### src/design/rfe_pkg.sv
// Shared types, constants and microcode table for the rail fence encryptor.
`default_nettype none

package rfe_pkg;

    localparam int MAX_LEN_DEF = 64;
    localparam int BYTE_W      = 8;
    localparam int RAIL_W      = 7;
    localparam int UPC_W       = 3;

    localparam logic [RAIL_W-1:0] RAIL_RESET = RAIL_W'(3);

    typedef struct packed {
        logic [BYTE_W-1:0] plain_byte;
        logic              is_last;
    } t_in_item;

    typedef struct packed {
        logic [BYTE_W-1:0] cipher_byte;
        logic              last_out;
        logic              overflow;
    } t_out_item;

    typedef logic [UPC_W-1:0] t_upc;

    typedef enum logic [2:0] {
        OP_NOP,
        OP_LOAD,
        OP_SETUP,
        OP_RAIL,
        OP_READ,
        OP_EMIT,
        OP_NEXT,
        OP_FINISH
    } t_op;

    typedef enum logic [1:0] {
        WAIT_NONE,
        WAIT_IN,
        WAIT_OUT
    } t_wait;

    typedef enum logic [2:0] {
        COND_NEVER,
        COND_ALWAYS,
        COND_NOT_LAST,
        COND_POS_IN,
        COND_MORE_RAILS
    } t_cond;

    typedef struct packed {
        t_op   op;
        t_wait wt;
        t_cond cond;
        t_upc  target;
    } t_ucode;

    localparam t_upc UPC_LOAD  = UPC_W'(0);
    localparam t_upc UPC_SETUP = UPC_W'(1);
    localparam t_upc UPC_RAIL  = UPC_W'(2);
    localparam t_upc UPC_READ  = UPC_W'(3);
    localparam t_upc UPC_EMIT  = UPC_W'(4);
    localparam t_upc UPC_NEXT  = UPC_W'(5);
    localparam t_upc UPC_FIN   = UPC_W'(6);

    // Control program: load, set up, then per rail read/emit until the rail runs out.
    function automatic t_ucode ucode(input t_upc upc);
        t_ucode w;
        w = '{op: OP_NOP, wt: WAIT_NONE, cond: COND_ALWAYS, target: UPC_LOAD};
        unique case (upc)
            UPC_LOAD:  w = '{op: OP_LOAD,   wt: WAIT_IN,   cond: COND_NOT_LAST,
                            target: UPC_LOAD};
            UPC_SETUP: w = '{op: OP_SETUP,  wt: WAIT_NONE, cond: COND_NEVER,
                            target: UPC_LOAD};
            UPC_RAIL:  w = '{op: OP_RAIL,   wt: WAIT_NONE, cond: COND_NEVER,
                            target: UPC_LOAD};
            UPC_READ:  w = '{op: OP_READ,   wt: WAIT_NONE, cond: COND_NEVER,
                            target: UPC_LOAD};
            UPC_EMIT:  w = '{op: OP_EMIT,   wt: WAIT_OUT,  cond: COND_POS_IN,
                            target: UPC_READ};
            UPC_NEXT:  w = '{op: OP_NEXT,   wt: WAIT_NONE, cond: COND_MORE_RAILS,
                            target: UPC_RAIL};
            UPC_FIN:   w = '{op: OP_FINISH, wt: WAIT_NONE, cond: COND_ALWAYS,
                            target: UPC_LOAD};
            default:   w = '{op: OP_NOP,    wt: WAIT_NONE, cond: COND_ALWAYS,
                            target: UPC_LOAD};
        endcase
        return w;
    endfunction

endpackage

`default_nettype wire

### src/design/rfe_ram.sv
// Generic single-write, single-read RAM with registered read data.
`default_nettype none

module rfe_ram #(
    parameter int WIDTH = 8,
    parameter int DEPTH = 64
) (
    input  wire logic                     i_clk,
    input  wire logic                     i_we,
    input  wire logic [$clog2(DEPTH)-1:0] i_waddr,
    input  wire logic [WIDTH-1:0]         i_wdata,
    input  wire logic                     i_re,
    input  wire logic [$clog2(DEPTH)-1:0] i_raddr,
    output logic      [WIDTH-1:0]         o_rdata
);

    logic [WIDTH-1:0] r_mem [DEPTH];
    logic [WIDTH-1:0] r_rdata;

    always_ff @(posedge i_clk) begin
        if (i_we) begin
            r_mem[i_waddr] <= i_wdata;
        end
        if (i_re) begin
            r_rdata <= r_mem[i_raddr];
        end
    end

    assign o_rdata = r_rdata;

endmodule

`default_nettype wire

### src/design/rail_fence_encrypt_top.sv
// Rail fence encryptor top level: message buffer, microcoded sequencer and output register.
`default_nettype none

// Bytes of a message are taken one per cycle while the sequencer is loading, into a
// MAX_LEN-byte buffer until the word marked last; bytes beyond MAX_LEN are dropped and
// flag overflow on every output word of that message. The ciphertext for the rail count
// in force at setup then comes out rail by rail. A seven-step microprogram drives the
// datapath: each output byte takes a buffer read, then an output load; each rail adds
// a rail start and a rail advance; and a message adds a setup and a wrap-up. The rail
// loop runs once when the text passes unchanged.
// No new byte is taken while a message is being emitted. The rail count register
// may be written at any time the block is idle; zero acts as one rail.

module rail_fence_encrypt_top #(
    parameter int MAX_LEN = rfe_pkg::MAX_LEN_DEF
) (
    input  wire logic                       i_clk,
    input  wire logic                       i_rst_n,
    input  wire logic                       i_in_valid,
    output logic                            o_in_ready,
    input  wire rfe_pkg::t_in_item          i_in_data,
    output logic                            o_out_valid,
    input  wire logic                       i_out_ready,
    output rfe_pkg::t_out_item              o_out_data,
    input  wire logic                       i_cfg_valid,
    output logic                            o_cfg_ready,
    input  wire logic [rfe_pkg::RAIL_W-1:0] i_cfg_data
);

    import rfe_pkg::*;

    localparam int LEN_W = $clog2(MAX_LEN + 1);
    localparam int AW    = $clog2(MAX_LEN);
    localparam int SW    = LEN_W + 1;
    localparam int PW    = LEN_W + 2;
    localparam int CW    = (RAIL_W > LEN_W) ? RAIL_W : LEN_W;

    // control registers
    t_upc              r_upc,        n_upc;
    logic [LEN_W-1:0]  r_len,        n_len;
    logic              r_ovf,        n_ovf;
    logic [RAIL_W-1:0] r_rail_count, n_rail_count;
    logic              r_out_valid,  n_out_valid;

    // datapath registers
    logic [LEN_W-1:0]  r_rmax,   n_rmax;
    logic [SW-1:0]     r_period, n_period;
    logic [LEN_W-1:0]  r_rails,  n_rails;
    logic [LEN_W-1:0]  r_rail,   n_rail;
    logic [PW-1:0]     r_pos,    n_pos;
    logic              r_phase,  n_phase;
    logic [SW-1:0]     r_step_a, n_step_a;
    logic [SW-1:0]     r_step_b, n_step_b;
    logic [LEN_W-1:0]  r_cnt,    n_cnt;
    t_out_item         r_out,    n_out;

    t_ucode            uw;
    logic              in_accept;
    logic              out_free;
    logic              advance;
    logic              cond_hit;
    logic              fence;
    logic              rail_edge;
    logic [SW-1:0]     two_r;
    logic [SW-1:0]     cur_step;
    logic [PW-1:0]     pos_next;
    logic [LEN_W-1:0]  rail_next;
    logic              ram_we;
    logic              ram_re;
    logic [BYTE_W-1:0] ram_rdata;

    rfe_ram #(
        .WIDTH (BYTE_W),
        .DEPTH (MAX_LEN)
    ) u_buf (
        .i_clk   (i_clk),
        .i_we    (ram_we),
        .i_waddr (r_len[AW-1:0]),
        .i_wdata (i_in_data.plain_byte),
        .i_re    (ram_re),
        .i_raddr (r_pos[AW-1:0]),
        .o_rdata (ram_rdata)
    );

    assign uw          = ucode(r_upc);
    assign o_in_ready  = (uw.op == OP_LOAD);
    assign in_accept   = i_in_valid && o_in_ready;
    assign out_free    = !r_out_valid || i_out_ready;
    assign o_out_valid = r_out_valid;
    assign o_out_data  = r_out;
    assign o_cfg_ready = 1'b1;

    assign ram_we = in_accept && (r_len < LEN_W'(MAX_LEN));
    assign ram_re = (uw.op == OP_READ);

    // Fence only when 2 <= rails < length; otherwise the text passes unchanged.
    assign fence     = (r_rail_count >= RAIL_W'(2)) && (CW'(r_rail_count) < CW'(r_len));
    assign rail_edge = (r_rail == '0) || (r_rail == r_rmax);
    assign two_r     = {r_rail, 1'b0};
    assign cur_step  = r_phase ? r_step_b : r_step_a;
    assign pos_next  = r_pos + PW'(cur_step);
    assign rail_next = r_rail + LEN_W'(1);

    always_comb begin
        unique case (uw.cond)
            COND_NEVER:      cond_hit = 1'b0;
            COND_ALWAYS:     cond_hit = 1'b1;
            COND_NOT_LAST:   cond_hit = !i_in_data.is_last;
            COND_POS_IN:     cond_hit = (pos_next < PW'(r_len));
            COND_MORE_RAILS: cond_hit = (rail_next < r_rails);
            default:         cond_hit = 1'b0;
        endcase
    end

    always_comb begin
        unique case (uw.wt)
            WAIT_NONE: advance = 1'b1;
            WAIT_IN:   advance = in_accept;
            WAIT_OUT:  advance = out_free;
            default:   advance = 1'b1;
        endcase
    end

    always_comb begin
        n_upc        = r_upc;
        n_len        = r_len;
        n_ovf        = r_ovf;
        n_rail_count = r_rail_count;
        n_out_valid  = r_out_valid;
        n_rmax       = r_rmax;
        n_period     = r_period;
        n_rails      = r_rails;
        n_rail       = r_rail;
        n_pos        = r_pos;
        n_phase      = r_phase;
        n_step_a     = r_step_a;
        n_step_b     = r_step_b;
        n_cnt        = r_cnt;
        n_out        = r_out;

        if (i_cfg_valid) begin
            n_rail_count = i_cfg_data;
        end

        // drop the output word once it is taken
        if (r_out_valid && i_out_ready) begin
            n_out_valid = 1'b0;
        end

        if (advance) begin
            n_upc = cond_hit ? uw.target : r_upc + UPC_W'(1);
        end

        unique case (uw.op)
            OP_LOAD: begin
                if (in_accept) begin
                    if (r_len < LEN_W'(MAX_LEN)) begin
                        n_len = r_len + LEN_W'(1);
                    end else begin
                        n_ovf = 1'b1;
                    end
                end
            end
            OP_SETUP: begin
                n_rail = '0;
                n_cnt  = '0;
                n_rmax = LEN_W'(r_rail_count - RAIL_W'(1));
                if (fence) begin
                    n_rails  = LEN_W'(r_rail_count);
                    n_period = {LEN_W'(r_rail_count - RAIL_W'(1)), 1'b0};
                end else begin
                    n_rails  = LEN_W'(1);
                    n_period = '0;
                end
            end
            OP_RAIL: begin
                n_pos   = PW'(r_rail);
                n_phase = 1'b0;
                if (r_period == '0) begin
                    n_step_a = SW'(1);
                    n_step_b = SW'(1);
                end else if (rail_edge) begin
                    n_step_a = r_period;
                    n_step_b = r_period;
                end else begin
                    n_step_a = r_period - two_r;
                    n_step_b = two_r;
                end
            end
            OP_READ: begin
                n_pos = r_pos;
            end
            OP_EMIT: begin
                if (out_free) begin
                    n_out_valid       = 1'b1;
                    n_out.cipher_byte = ram_rdata;
                    n_out.last_out    = (r_cnt + LEN_W'(1)) == r_len;
                    n_out.overflow    = r_ovf;
                    n_cnt             = r_cnt + LEN_W'(1);
                    n_pos             = pos_next;
                    n_phase           = !r_phase;
                end
            end
            OP_NEXT: begin
                n_rail = rail_next;
            end
            OP_FINISH: begin
                n_len = '0;
                n_ovf = 1'b0;
            end
            default: begin
                n_pos = r_pos;
            end
        endcase
    end

    always_ff @(posedge i_clk) begin
        if (!i_rst_n) begin
            r_upc        <= UPC_LOAD;
            r_len        <= '0;
            r_ovf        <= 1'b0;
            r_rail_count <= RAIL_RESET;
            r_out_valid  <= 1'b0;
        end else begin
            r_upc        <= n_upc;
            r_len        <= n_len;
            r_ovf        <= n_ovf;
            r_rail_count <= n_rail_count;
            r_out_valid  <= n_out_valid;
        end
    end

    always_ff @(posedge i_clk) begin
        r_rmax   <= n_rmax;
        r_period <= n_period;
        r_rails  <= n_rails;
        r_rail   <= n_rail;
        r_pos    <= n_pos;
        r_phase  <= n_phase;
        r_step_a <= n_step_a;
        r_step_b <= n_step_b;
        r_cnt    <= n_cnt;
        r_out    <= n_out;
    end

endmodule

`default_nettype wire
### config.mk
export PLATFORM = sky130hd
export DESIGN_NAME = rail_fence_encrypt_top
export DESIGN_NICKNAME = d
export VERILOG_FILES = /design/src/design/rfe_pkg.sv /design/src/design/rfe_ram.sv /design/src/design/rail_fence_encrypt_top.sv
export SDC_FILE = /design/constraint.sdc
export NUM_CORES = 1
export LEC_CHECK = 0
export BUFFER_PORTS_ARGS = -buffer_cell sky130_fd_sc_hd__clkbuf_2
export CAP_MARGIN = 20
export CORE_MARGIN = 3
export CORE_UTILIZATION = 40
export CTS_BUF_LIST = sky130_fd_sc_hd__clkbuf_2
export DETAILED_ROUTE_END_ITERATION = 6
export PLACE_DENSITY = 0.56
export SETUP_SLACK_MARGIN = 0.4
export SYNTH_ARGS = -nofsm -noshare
export SYNTH_HDL_FRONTEND = slang
export SYNTH_SLANG_ARGS = --single-unit
### constraint.sdc
create_clock -name i_clk -period 9.02 [get_ports i_clk]
set_clock_uncertainty 0.1 [all_clocks]
set_input_delay 0.451 -clock i_clk [delete_from_list [all_inputs] [get_ports i_clk]]
set_output_delay 0.451 -clock i_clk [all_outputs]
set_load 0.01 [all_outputs]
==> run summary <==
Initial Utilization - 40.6%
Psw - 0.00200 W
Routed via count - 13200
Multi-input logic area - 6650 um^2
Worst-Margin Slew - 1.14 ns
# clock sinks - 609
TritonCTS clock tree - built
Cell taking the most area after synthesis - edfxtp_1
Post-synthesis sequential area ratio - 72.0%
Worst Hold End - r_len[1]$_SDFFE_PN0P_
Fill count - 5490
Setup CP Type - reg2reg
Register area - 18100 um^2
Compound-Gate Fraction of Synth Area - 2.04%
First-pass DRT Iterations - 5
Synth Cell Area - 25200 um^2
DIE AREA - 65900 um^2
Worst Setup SP - r_pos[1]$_DFFE_PP_
Drt wl/cell - 23.7 um
Dpl hpwl - 35.1 mm
CP Data Arrival Time - 5.33 ns
Count leader, synth - edfxtp_1
Unrepaired setup endpoints after global routing - false
Largest family of logic cells by synthesized area - multiplexers
H-tree depth - 4
WHS Path Cells - 4
Post-route clock period utilization - 49.3%
#FFs+latches synth - 609
Register-to-register setup slack - 4.58 ns
Design area - 28300 um^2
DP Area - 26300 um^2
FF-to-FF End - u_buf.o_rdata[5]$_DFFE_PN_
Routability Congestion - 0.778
Hold Slack - 0.213 ns
Initial antenna violation count - 5
Post-synthesis average cell area - 19.0 um^2
Die W - 257 um
Slew HR - 23.5%
Slew Limit Fails - 0
Ports - 34
Vias in the first global route - 13500
Pwr dens - 235 nW/um^2
Gr usage total - 18.4%
RR Startpoint - r_pos[1]$_DFFE_PP_
Synth top cells by count - edfxtp_1 (590), mux4_2 (163), nor2_1 (128)
WP data required - 9.91 ns
Vias per inst - 5.29
Status - completed
Post-CTS resize count - 0
Pre-CTS WS - 4.56 ns
Post-route ant nets - 0
Drt initial violations - 1236
Post-synthesis adder-cell area fraction - 2.45%
Layout area overhead - 12.6%
Die Span Y - 257 um
CORE AREA - 61900 um^2
Top cell type's share of synthesized area - 70.4%
Clock transition at the registers of the reported paths - 0.12 ns
Startpoint types - flop
Comb pwr share - 21.7%
PortBufs - 32
Mapped Cells - 1326
Congestion Overflow GR - 0
Ys async rst share - 0%
Reg2Reg Depth - 7
Clock power frac - 28.6%
Crit path capture type - flop
CTS max path bufs - 3
Int Pwr - 0.00467 W
Yosys warning count - 0
Crit-path max FO - 67
Synth Area in Simple Gates - 4.73%
Max Clk Rate - 225 MHz
Drt total wl - 59.2 mm
Largest net degree at the start of global routing - 68
Final setup margin - 4.58 ns
Post-route minimum period - 4.44 ns
Max-Cap Viols - 0
Endpoints failing hold - 0
Post-synth EDFFs - 590
Finish-stage setup viols - 0
Sw Share - 30.0%
Synth Net Count - 1395
Nets@finish - 1606
Post-synthesis mux area share - 15.7%
Startpoint of the worst hold path - i_rst_n
Pleak - 9.47 nW
Synth cell types - 47
FP Rows - 91
Sequential power share - 49.7%
Worst vdd ir - 0.117 mV
TritonCTS Buffers - 157
First-pass GRT wire length - 88.5 mm
Xor-xnor portion of the synthesized cell area - 1.43%
Synth area leaders - edfxtp_1 (70%), mux4_2 (15%), ha_1 (2.3%)
Top_reg_cell synth - edfxtp_1
Root Buffer - clkbuf_2
Clock latency on the worst-skew pair - 1.27 ns
HP Class - in2reg
DRC - 0
Setup TNS - 0 ns
Layout cells sized above 1 - 30.3%
==> cells in the final DEF (no fill, tap or decap), types with 10 or more instances in the layout <==
cell type / n
inv_1: 34
clkbuf_2: 266
nor2_1: 128
xor2_1: 15
mux2i_1: 14
dlygate4sd3_1: 45
dfxtp_1: 19
edfxtp_1: 590
buf_4: 25
nand2_1: 28
nor2b_1: 11
buf_6: 10
mux2_2: 13
a21oi_1: 34
mux4_2: 163
xnor2_1: 26
clkinv_1: 28
o21ai_0: 13
ha_1: 46
nand3_1: 21
nor3_1: 11
==> per-stage QoR <==
stage               std cells  power, W  util (%)
finish                   2493   0.00667      45.7
global route             2492   0.00703      45.7
CTS                      2482   0.00675      45.6
detailed placement       2161   0.00481      42.5
global placement         2154   0.00479      42.4
floorplan                1326   0.00438         -
==> power groups by stage <==
stage	clock network [W]	logic, W	registers (W)
2_1_floorplan	0	0.00104	0.00334
3_3_place_gp	0	0.00141	0.00338
3_5_place_dp	0	0.00143	0.00338
4_1_cts	0.00197	0.00146	0.00332
5_1_grt	0.00213	0.00157	0.00333
6_report	0.00191	0.00144	0.00332
==> sequential cells by signal (all words and copies together) (netlist names) <==
register       cells
r_pos              9
r_len              7
r_phase            1
r_period           7
o_out_data        10
r_upc              3
u_buf.r_mem      512
r_rmax             7
r_rail             7
r_rail_count       7
r_ovf              1
r_step_b           7
r_step_a           8
r_rails            7
r_cnt              7
u_buf.o_rdata      8
o_out_valid        1
==> how the worst max path moves through the flow <==
stage,endpoint,slack [ns],cells after the start
2_1_floorplan,r_cnt[0]$_SDFFCE_PP0P_,5.90,6
3_3_place_gp,u_buf.o_rdata[5]$_DFFE_PN_,4.60,7
3_5_place_dp,u_buf.o_rdata[5]$_DFFE_PN_,4.56,7
4_1_cts,u_buf.o_rdata[5]$_DFFE_PN_,4.57,7
5_1_grt,u_buf.o_rdata[5]$_DFFE_PN_,4.44,7
6_report,u_buf.o_rdata[5]$_DFFE_PN_,4.58,7
==> area by class of cell <==
cell class / count / share of cell area [%]
Antenna cell: 2 / 0.0177
Sequential cell: 609 / 63.9
Inverter: 37 / 0.490
Clock inverter: 42 / 0.994
Clock buffer: 234 / 4.13
Tap cell: 837 / 3.70
Timing Repair Buffer: 114 / 3.30
Multi-Input combinational cell: 618 / 23.5
==> logic make-up after synthesis <==
kind of cell	count (synthesis)
DFF	609
xor gates and xnor gates	41
muxes	190
other	1
AOI/OAI and AO/OA	84
and+or+nand+nor	254
buffers and inverters	99
adders and majority gates	48
==> timing repair <==
| item | CTS | global route |
|---|---|---|
| setup buffers | 0 | 0 |
| hold buffers | 45 | 0 |
| endpoints found under the hold margin | 541 | 0 |
| endpoints found under the setup margin | 0 | 0 |
==> worst max-delay path: stages (launching register included) <==
cell and delay [ns]:
edfxtp_1 0.42, buf_4 0.81, buf_4 0.87, mux4_2 0.41, mux4_2 0.47, nor2b_1 0.14, a211oi_1 0.71, a21oi_1 0.11
==> per-layer routing <==
metal	vias up	global-route usage, %	share of wire, %
li1	5847	-	-
met5	-	0	0
met2	446	27.8	47
met1	6817	25.9	44
met3	80	5.02	6.9
met4	0	6.43	2.1
No activity file was read; power rests on OpenSTA's default activity.
